$ cat src/rtl/rfsn_pkg.sv
// Shared types, constants and helpers for the radius filter neighbor search.
// Used by every module under rtl; depends on nothing.
package rfsn_pkg;

    localparam int ENTRIES = 32;
    localparam int IDX_W   = $clog2(ENTRIES);
    localparam int CNT_W   = $clog2(ENTRIES + 1);
    localparam int COORD_W = 20;
    localparam int DIFF_W  = COORD_W + 1;
    localparam int DIST_W  = 42;
    localparam int DLO_W   = DIST_W / 2;
    localparam int DHI_W   = DIST_W - DLO_W;
    localparam int SLOT_W  = 5;
    localparam int DIR_W   = 16;
    localparam int MAG_W   = 15;
    localparam int UNIT    = 16384;
    localparam int KK_W    = 2 * MAG_W;
    localparam int MUL_W   = 32;
    localparam int PROD_W  = 2 * MUL_W;
    localparam int RHS_SH  = 30;
    localparam int CMP_W   = KK_W + DIST_W;
    localparam int PART_W  = KK_W + DHI_W;
    localparam int CMD_W   = 2;

    typedef enum logic [CMD_W-1:0] {
        CMD_CLEAR  = 2'd0,
        CMD_APPEND = 2'd1,
        CMD_QUERY  = 2'd2,
        CMD_NONE   = 2'd3
    } t_cmd;

    typedef enum logic [4:0] {
        ST_IDLE, ST_SRD, ST_SDIF, ST_SMX, ST_SMY, ST_SMZ, ST_SACC, ST_SCMP,
        ST_SEL0, ST_QRD, ST_QCMP, ST_PRD, ST_PDIF, ST_C2, ST_C2W,
        ST_IT, ST_K2, ST_KL, ST_KH, ST_OUT
    } t_state;

    function automatic logic [DIFF_W-1:0] abs_diff(input logic signed [COORD_W-1:0] a,
                                                   input logic signed [COORD_W-1:0] b);
        logic signed [DIFF_W-1:0] d;
        d = $signed({a[COORD_W-1], a}) - $signed({b[COORD_W-1], b});
        return d[DIFF_W-1] ? DIFF_W'(-d) : DIFF_W'(d);
    endfunction

endpackage

$ cat src/rtl/rfsn_mul.sv
// Shared unsigned multiplier with a registered product.
// Depends on rfsn_pkg.
module rfsn_mul
    import rfsn_pkg::*;
(
    input  logic              i_clk,
    input  logic [MUL_W-1:0]  i_a,
    input  logic [MUL_W-1:0]  i_b,
    output logic [PROD_W-1:0] o_p
);
    logic [PROD_W-1:0] r_p;

    always_ff @(posedge i_clk) begin
        r_p <= PROD_W'(i_a) * PROD_W'(i_b);
    end

    assign o_p = r_p;
endmodule

$ cat config.mk
export PLATFORM = sky130hd
export DESIGN_NAME = rfsn_mul
export DESIGN_NICKNAME = d
export VERILOG_FILES = /design/src/rtl/rfsn_pkg.sv /design/src/rtl/rfsn_mul.sv
export SDC_FILE = /design/constraint.sdc
export NUM_CORES = 2
export LEC_CHECK = 0
export BUFFER_PORTS_ARGS = -buffer_cell sky130_fd_sc_hd__buf_4
export CAP_MARGIN = 40
export CORE_ASPECT_RATIO = 1.75
export CORE_MARGIN = 4
export CORE_UTILIZATION = 55
export DETAILED_ROUTE_END_ITERATION = 7
export PLACE_DENSITY = 0.72
export REMOVE_ABC_BUFFERS = 1
export SETUP_SLACK_MARGIN = 0.05
export SYNTH_ARGS = -nofsm -noshare
export SYNTH_HDL_FRONTEND = slang
export SYNTH_SLANG_ARGS = --single-unit
$ cat constraint.sdc
create_clock -name i_clk -period 8.9 [get_ports i_clk]
set_input_delay 0.89 -clock i_clk [delete_from_list [all_inputs] [get_ports i_clk]]
set_output_delay 0.89 -clock i_clk [all_outputs]
set_load 0.01 [all_outputs]
==> metrics.txt <==
simple-gate portion of the synthesized area=17.6%; maximum number of pins on one net before global-route repair=33; Critical Path End Type=register; DR vias/cell=5.74; adder-cell share of the synthesized area=roughly three fifths; setup_tns=0 ns; endpoints failing setup=0; status=finished, final reports clean; final core utilization=~58%; CTS H-tree depth=3; via count=around 26000; Clk pin slew, worst setup/hold paths=0.06 ns; Crit path max-delay family=adder cells; Finished Cell Area=approximately 36000 um^2; initial core utilization=55.6%; post-cts sizing count=0; Hold Path Depth=2; GPL Wtd Cong=1.02; mux share of post-synthesis cell area=0.0289%; top post-synthesis cells by area=fa_1 (52%), and2_1 (11%), ha_1 (9.5%); Worst-Margin Slew=between 0.6 and 0.7 ns; Yosys warnings=0; GRT met3 Usage=4.50%; Post-synth top cells=fa_1 (896), inv_1 (865), and2_1 (602); Placed Cells=4488; vias in the first global route=29592; RSZ-0062 raised after global routing=no; total global routing overflow=0; all-layer global routing usage=32.2%; Multi-input gate area=29300 um^2; Period minus WS final=8.28 ns; die area=67300 um^2; post-synthesis compound-gate area fraction=4.15%; CP peak stage delay=0.65 ns; initial antenna violation count=3; nets=a little under 5000; first-pass GRT wire length=163000 um; DRT Pass-1 Iters=5; PortBufs=approximately 130; post-synth top area cell=fa_1; Critical Path AT=between 8 and 9 ns; most used routing layer=met2; Main synth FF type=dfxtp_1; Worst Setup SP=i_a[17]; Max clock buf depth=2; met1 Usage GRT=31.5%; # IOs=129; layout cell share with drive strength beyond 1=under 10%; CTS Sinks=64; Root Buffer=clkbuf_16; Final Cycle Share=93.0%; CTS tree=yes; Slew HR=58.2%; die height=340 um; worst hold path type=in2reg; max FFs per register=64; total wire length after detailed routing=roughly 100000 um; synth unique cells=57; placed cell area=around 36000 um^2; CP startpoint kind=primary input; Final Hold Fails=0; postcts setup bufs=0; synthesized area=34700 um^2; fin cells=4508; met2 GRT Util=57.3%; max cap viols=0; Cell Rows=roughly 120; Stages on worst setup path=23; Post-synth ARST share=0%; count leader, synth=fa_1; Buf/Inv on CP=5; Layout area overhead=4.82%; detailed placement HPWL=83400 um; WP data required=9.19 ns; max-slew violations=0; CP endpoint=o_p[62]; Max FO, Critical Path=18; post-route antenna net violation count=0; top-area cell type share of the netlist area=51.7%; Fmax=121 MHz; register area share after synthesis=under 10%; Synth Area in XOR/XNOR=approximately 1.5%; DRC=0; hold buffers post-CTS=0; crit-path cells=buf_4 > buf_4 > nand2_1 > fa_1 > fa_1 > inv_1 > fa_1 > fa_1 > fa_1 > fa_1 > fa_1 > inv_1 > fa_1 > inv_1 > ha_1 > nand4_1 > or4_1 > or3_1 > a31oi_1 > a31o_2 > a211oi_1 > o21ai_1 > xor2_1; register area=1280 um^2; wire per inst=between 20 and 25 um; largest family of logic cells by synthesized area=adder cells; kind of critical path=in2reg; Initial DRC Count=1433; number of synthesized flops with an enable pin=0; Post-Synthesis Cells=between 3000 and 4000; slowest cell on the critical path=fa_1; Mapped Avg Cell Area=9.25 um^2; Die X=around 200 um; number of CTS-inserted buffers=9; Yosys reg bits=64; core region area=62400 um^2; Top cell by count, worst path=fa_1; filler instances=5480
-- layout make-up --
| class | count | share of cell area [%] |
|---|---|---|
| flip-flops and latches | 64 | 3.52 |
| clock inverters | 7 | 0.169 |
| well taps | 799 | 2.75 |
| repair buffers | 161 | 3.33 |
| inverters | 865 | 8.93 |
| multi-input cells | 2599 | 80.7 |
| diodes | 4 | 0.0275 |
| clock buffers | 9 | 0.620 |
-- cells by family (layout without fill, tap and decap cells) --
logic type,count (synthesis),after routing
flip-flops,64,64
adder cells (fa/ha/maj),1159,1159
XOR/XNOR,60,60
multiplexers,1,1
AO/OA/AOI/OAI,202,202
other,0,4
AND/OR/NAND/NOR,1177,1177
buffers and inverters,1085,1042
-- per-layer routing --
metal	vias up	routed length [um]
li1	10746	-
met1	13374	30600
met2	1209	55400
met3	559	5820
met4	0	12800
met5	-	0
-- worst min path at each step --
stage | endpoint | slack [ns] | from
2_1_floorplan | o_p[0] | 1.01 | i_a[0]
3_3_place_gp | o_p[43] | 1.28 | o_p[43]
3_5_place_dp | o_p[60] | 1.28 | o_p[60]
4_1_cts | o_p[0] | 1.05 | i_b[0]
5_1_grt | o_p[0] | 1.08 | i_b[0]
6_report | o_p[0] | 1.08 | i_b[0]
-- cells in the final DEF (no fill, tap or decap), drive strengths merged, types with 5 or more instances in the layout --
cell    count
dfxtp      64
o21bai     11
a21o       40
a31oi      12
inv       869
o21a        9
ha        263
nand2     480
xnor2      35
clkbuf      9
and2      602
a21oi      66
o21ai      26
nand4      23
and3       14
fa        896
nor2       20
nor3        7
xor2       25
nand3      10
buf       161
o31ai       5
-- per-stage QoR --
| step | hold WS, ns | worst slack, ns |
|---|---|---|
| final | 1.08 | 0.624 |
| after global routing | 1.08 | 0.368 |
| after CTS | 1.05 | 0.742 |
| after detailed placement | 1.28 | 0.397 |
| after global placement | 1.28 | 0.493 |
| after floorplan | 1.01 | 1.54 |
Power is left out: the tool's default activity adds up to more than one toggle a clock period on the data nets, which glitch-free logic cannot reach.
