`src/rtl/rfsn_pkg.sv`:
```
// Shared types, constants and helpers for the radius filter neighbor search.
// Used by every module under rtl; depends on nothing.
package rfsn_pkg;

    localparam int ENTRIES = 32;
    localparam int IDX_W   = $clog2(ENTRIES);
    localparam int CNT_W   = $clog2(ENTRIES + 1);
    localparam int COORD_W = 20;
    localparam int DIFF_W  = COORD_W + 1;
    localparam int DIST_W  = 42;
    localparam int DLO_W   = DIST_W / 2;
    localparam int DHI_W   = DIST_W - DLO_W;
    localparam int SLOT_W  = 5;
    localparam int DIR_W   = 16;
    localparam int MAG_W   = 15;
    localparam int UNIT    = 16384;
    localparam int KK_W    = 2 * MAG_W;
    localparam int MUL_W   = 32;
    localparam int PROD_W  = 2 * MUL_W;
    localparam int RHS_SH  = 30;
    localparam int CMP_W   = KK_W + DIST_W;
    localparam int PART_W  = KK_W + DHI_W;
    localparam int CMD_W   = 2;

    typedef enum logic [CMD_W-1:0] {
        CMD_CLEAR  = 2'd0,
        CMD_APPEND = 2'd1,
        CMD_QUERY  = 2'd2,
        CMD_NONE   = 2'd3
    } t_cmd;

    typedef enum logic [4:0] {
        ST_IDLE, ST_SRD, ST_SDIF, ST_SMX, ST_SMY, ST_SMZ, ST_SACC, ST_SCMP,
        ST_SEL0, ST_QRD, ST_QCMP, ST_PRD, ST_PDIF, ST_C2, ST_C2W,
        ST_IT, ST_K2, ST_KL, ST_KH, ST_OUT
    } t_state;

    function automatic logic [DIFF_W-1:0] abs_diff(input logic signed [COORD_W-1:0] a,
                                                   input logic signed [COORD_W-1:0] b);
        logic signed [DIFF_W-1:0] d;
        d = $signed({a[COORD_W-1], a}) - $signed({b[COORD_W-1], b});
        return d[DIFF_W-1] ? DIFF_W'(-d) : DIFF_W'(d);
    endfunction

endpackage

```
`src/rtl/rfsn_pmem.sv`:
```
// Point list storage: one write port, one registered read port.
// Depends on rfsn_pkg.
module rfsn_pmem
    import rfsn_pkg::*;
(
    input  logic                      i_clk,
    input  logic                      i_we,
    input  logic [IDX_W-1:0]          i_waddr,
    input  logic signed [COORD_W-1:0] i_wx,
    input  logic signed [COORD_W-1:0] i_wy,
    input  logic signed [COORD_W-1:0] i_wz,
    input  logic                      i_wpres,
    input  logic [IDX_W-1:0]          i_raddr,
    output logic signed [COORD_W-1:0] o_rx,
    output logic signed [COORD_W-1:0] o_ry,
    output logic signed [COORD_W-1:0] o_rz,
    output logic                      o_rpres
);
    logic [3*COORD_W:0] mem [ENTRIES];
    logic [3*COORD_W:0] r_rd;

    always_ff @(posedge i_clk) begin
        if (i_we) begin
            mem[i_waddr] <= {i_wpres, i_wx, i_wy, i_wz};
        end
        r_rd <= mem[i_raddr];
    end

    assign o_rpres = r_rd[3*COORD_W];
    assign o_rx    = r_rd[3*COORD_W-1:2*COORD_W];
    assign o_ry    = r_rd[2*COORD_W-1:COORD_W];
    assign o_rz    = r_rd[COORD_W-1:0];
endmodule

```
`config.mk`:
```
export PLATFORM = sky130hd
export DESIGN_NAME = rfsn_pmem
export DESIGN_NICKNAME = d
export VERILOG_FILES = /design/src/rtl/rfsn_pkg.sv /design/src/rtl/rfsn_pmem.sv
export SDC_FILE = /design/constraint.sdc
export NUM_CORES = 2
export LEC_CHECK = 0
export ABC_CLOCK_PERIOD_IN_PS = 6600
export BUFFER_PORTS_ARGS = -buffer_cell sky130_fd_sc_hd__buf_2
export CAP_MARGIN = 15
export CORE_MARGIN = 2
export CORE_UTILIZATION = 62
export CTS_BUF_LIST = sky130_fd_sc_hd__clkbuf_8 sky130_fd_sc_hd__clkbuf_16
export CTS_CLUSTER_DIAMETER = 60
export DETAILED_ROUTE_END_ITERATION = 10
export MAX_ROUTING_LAYER = met4
export PLACE_DENSITY = 0.87
export SYNTH_ARGS = -nofsm -noshare
export SYNTH_HDL_FRONTEND = slang
export SYNTH_SLANG_ARGS = --single-unit
```
`constraint.sdc`:
```
create_clock -name i_clk -period 6.6 [get_ports i_clk]
set_clock_uncertainty 0.1 [all_clocks]
set_input_delay 1.32 -clock i_clk [delete_from_list [all_inputs] [get_ports i_clk]]
set_output_delay 1.32 -clock i_clk [all_outputs]
set_load 0.005 [all_outputs]
```
==> results.json <==
{
  "yosysTopAreaCell": "edfxtp_1",
  "dr_total_vias": 42523,
  "avgViaCountPerCell": 6.83,
  "drc_errors": 0,
  "cp-end-kind": "flop",
  "grt_max_degree": 128,
  "clock_path_buffers": 3,
  "yosysSeqAreaShare_pct": 77.5,
  "period_share_pct": 54.4,
  "hold_viol": 0,
  "critPathKind": "primary input to flop",
  "rsz0062_at_grt": "no",
  "nFillCells": 7029,
  "synth.cell_area_um2": 77200,
  "dieArea_um2": 127000,
  "drt_iter0_drc": 6599,
  "antenna_left": 0,
  "tightestPinTransition_ns": 1.25,
  "fin_crit_ns": 3.59,
  "status": "complete, no violations",
  "ios": 134,
  "hold_ws_ns": 0.500,
  "grt_pass1_wl_um": 278000,
  "hold_class": "flop to flop",
  "maxCapViolations": 0,
  "instances_no_fill": 6224,
  "synthDistinctLibCells": 27,
  "syn_to_final_growth_pct": 10.5,
  "setup_tns_ns": 0,
  "initial_core_util_pct": 62.4,
  "synth_area_leaders": "edfxtp_1 76%, mux2i_1 13%, a22oi_1 1.8%",
  "cp_slowest_cell": "nor2_4",
  "synth_most_common_cell": "edfxtp_1",
  "leakagePower_nw": 30.0,
  "design.core.area_um2": 124000,
  "num-nets-final": 4502,
  "routed_wl_um": 192000,
  "dpl_cell_area_um2": 79600,
  "syn_area_per_cell_um2": 18.1,
  "cp_data_arrival_time_ns": 3.94,
  "hpwlAfterDp_um": 95500,
  "synth_top_flop_cell": "edfxtp_1",
  "setup_viol": 0,
  "syn_inst": 4262,
  "grt_usage_pct": 30.9,
  "cts-htree-levels": 4,
  "clock_latency_ns": 0.82,
  "yosys_warnings": 0,
  "grt.overflow.total": 0,
  "synth.top_cell.area_share_pct": 75.9,
  "cp_cell_sequence": "buf_2 > nand3b_1 > nor2_4 > buf_4",
  "post_cts_resized": 0,
  "row_count": 129,
  "design_area_um2": 85300,
  "antenna_found_initial": 9,
  "dieHeight_um": 357,
  "critPathLaunchType": "primary input",
  "max_stage_delay_ns": 1.14,
  "cts_setup_buffers": 0,
  "cts_tree": "built",
  "port_buffers": 133,
  "cts_hold_repair.buffers": 0,
  "grt_pass1_vias": 42884,
  "synth_edf_count": 1952,
  "layout-drive-gt1-share_pct": 11.5,
  "required_ns": 6.94,
  "slew_headroom_pct": 16.7,
  "synth_common_cells": "1952 x edfxtp_1, 976 x mux2i_1, 185 x nand2_1, 185 x nand3_1",
  "first_pass_iters": 8,
  "p_per_area_nw_per_um2": 302,
  "gp_congestion": 0.818,
  "crit_fanout": 22,
  "async_reset_ff_share_pct": 0,
  "dp_cells": 5883,
  "synth_fp_nets": 4335,
  "irDropWorstVdd_uv": 230,
  "wl_per_cell_um": 30.8,
  "timing.fmax_ghz": 0.278,
  "dieWidth_um": 357,
  "clkTransAtPathRegs_ns": 0.06,
  "cts_buffers": 181,
  "maxSlewViolCount": 0,
  "root_buffer": "clkbuf_16",
  "ys_ff_latch": 2013,
  "clock_sinks": 2013
}
==> cells by family (layout without fill, tap and decap cells) <==
family / after synthesis / after routing / synth area share (%)
AOI/OAI and AO/OA: 549 / 549 / 4.84
buffers and inverters: 244 / 560 / 2.20
and+or+nand+nor: 480 / 480 / 2.80
muxes: 976 / 976 / 12.7
DFF: 2013 / 2013 / 77.5
other: 0 / 9 / 0
==> where the power goes <==
group / switching [W] / internal [W]
logic: 0.000904 / 0.000416
clock network: 0.00460 / 0.00556
registers: 0.0000775 / 0.0142
total: 0.00558 / 0.0202
==> routing by layer <==
layer  GRT usage, %  wire length (um)  up-vias
met1           39.3             66100    21049
met2           48.2             92500     3587
li1               -                 -    17279
met5              -                 0        -
met3           7.47             25200      608
met4           12.9              8010        0
==> layout make-up <==
cell class,instances,area [um^2],area share [%]
Sequential cell,2013,59800,70.1
Multi-Input combinational cell,2005,16000,18.7
Clock buffer,200,4800,5.63
Tap cell,1637,2050,2.40
Timing Repair Buffer,228,1710,2.00
Clock inverter,132,937,1.10
Antenna cell,9,22.5,0.0264
==> registers in the layout (all words and copies together), names as in the netlist <==
signal / cells
mem: 1952
r_rd: 61
==> path summary, 6_finish.rpt <==
kind                    from           to  slack, ns  depth (start not counted)
hold reg to reg   mem[10][9]      r_rd[9]       0.50                          4
setup reg to reg  mem[1][51]     r_rd[51]       4.78                          5
hold / removal    mem[10][9]      r_rd[9]       0.50                          4
setup / recovery  i_waddr[1]  mem[25][39]       3.01                          4
==> through the flow <==
step | total power (W) | utilization, % | worst slack, ns
final | 0.0258 | 69.0 | 3.01
after global routing | 0.0263 | 69.0 | 2.99
after CTS | 0.0258 | 69.0 | 3.05
after detailed placement | 0.0158 | 64.3 | 2.24
after global placement | 0.0158 | 64.3 | 2.40
after floorplan | 0.0153 | - | 1.49
==> critical path: cells and delay by family <==
kind          cells  cell delay [ns]
buf+inv           2             0.69
simple gates      2             1.85
==> cell usage in the layout (no fill, tap or decap), drive strengths merged <==
cell	synthesis	layout
clkinvlp	0	2
nor3	61	61
or3b	3	3
mux2i	976	976
edfxtp	1952	1952
nand3b	5	5
nand2	185	185
a22oi	183	183
diode	0	9
clkinv	0	58
dfxtp	61	61
a21oi	183	183
a31oi	61	61
clkbuf	75	200
inv	0	64
or3	1	1
nand3	185	185
a22o	122	122
nor2b	2	2
or2	1	1
buf	169	228
bufinv	0	8
and2	1	1
nor2	34	34
nand2b	2	2
Power figures use the tool's default switching activity.
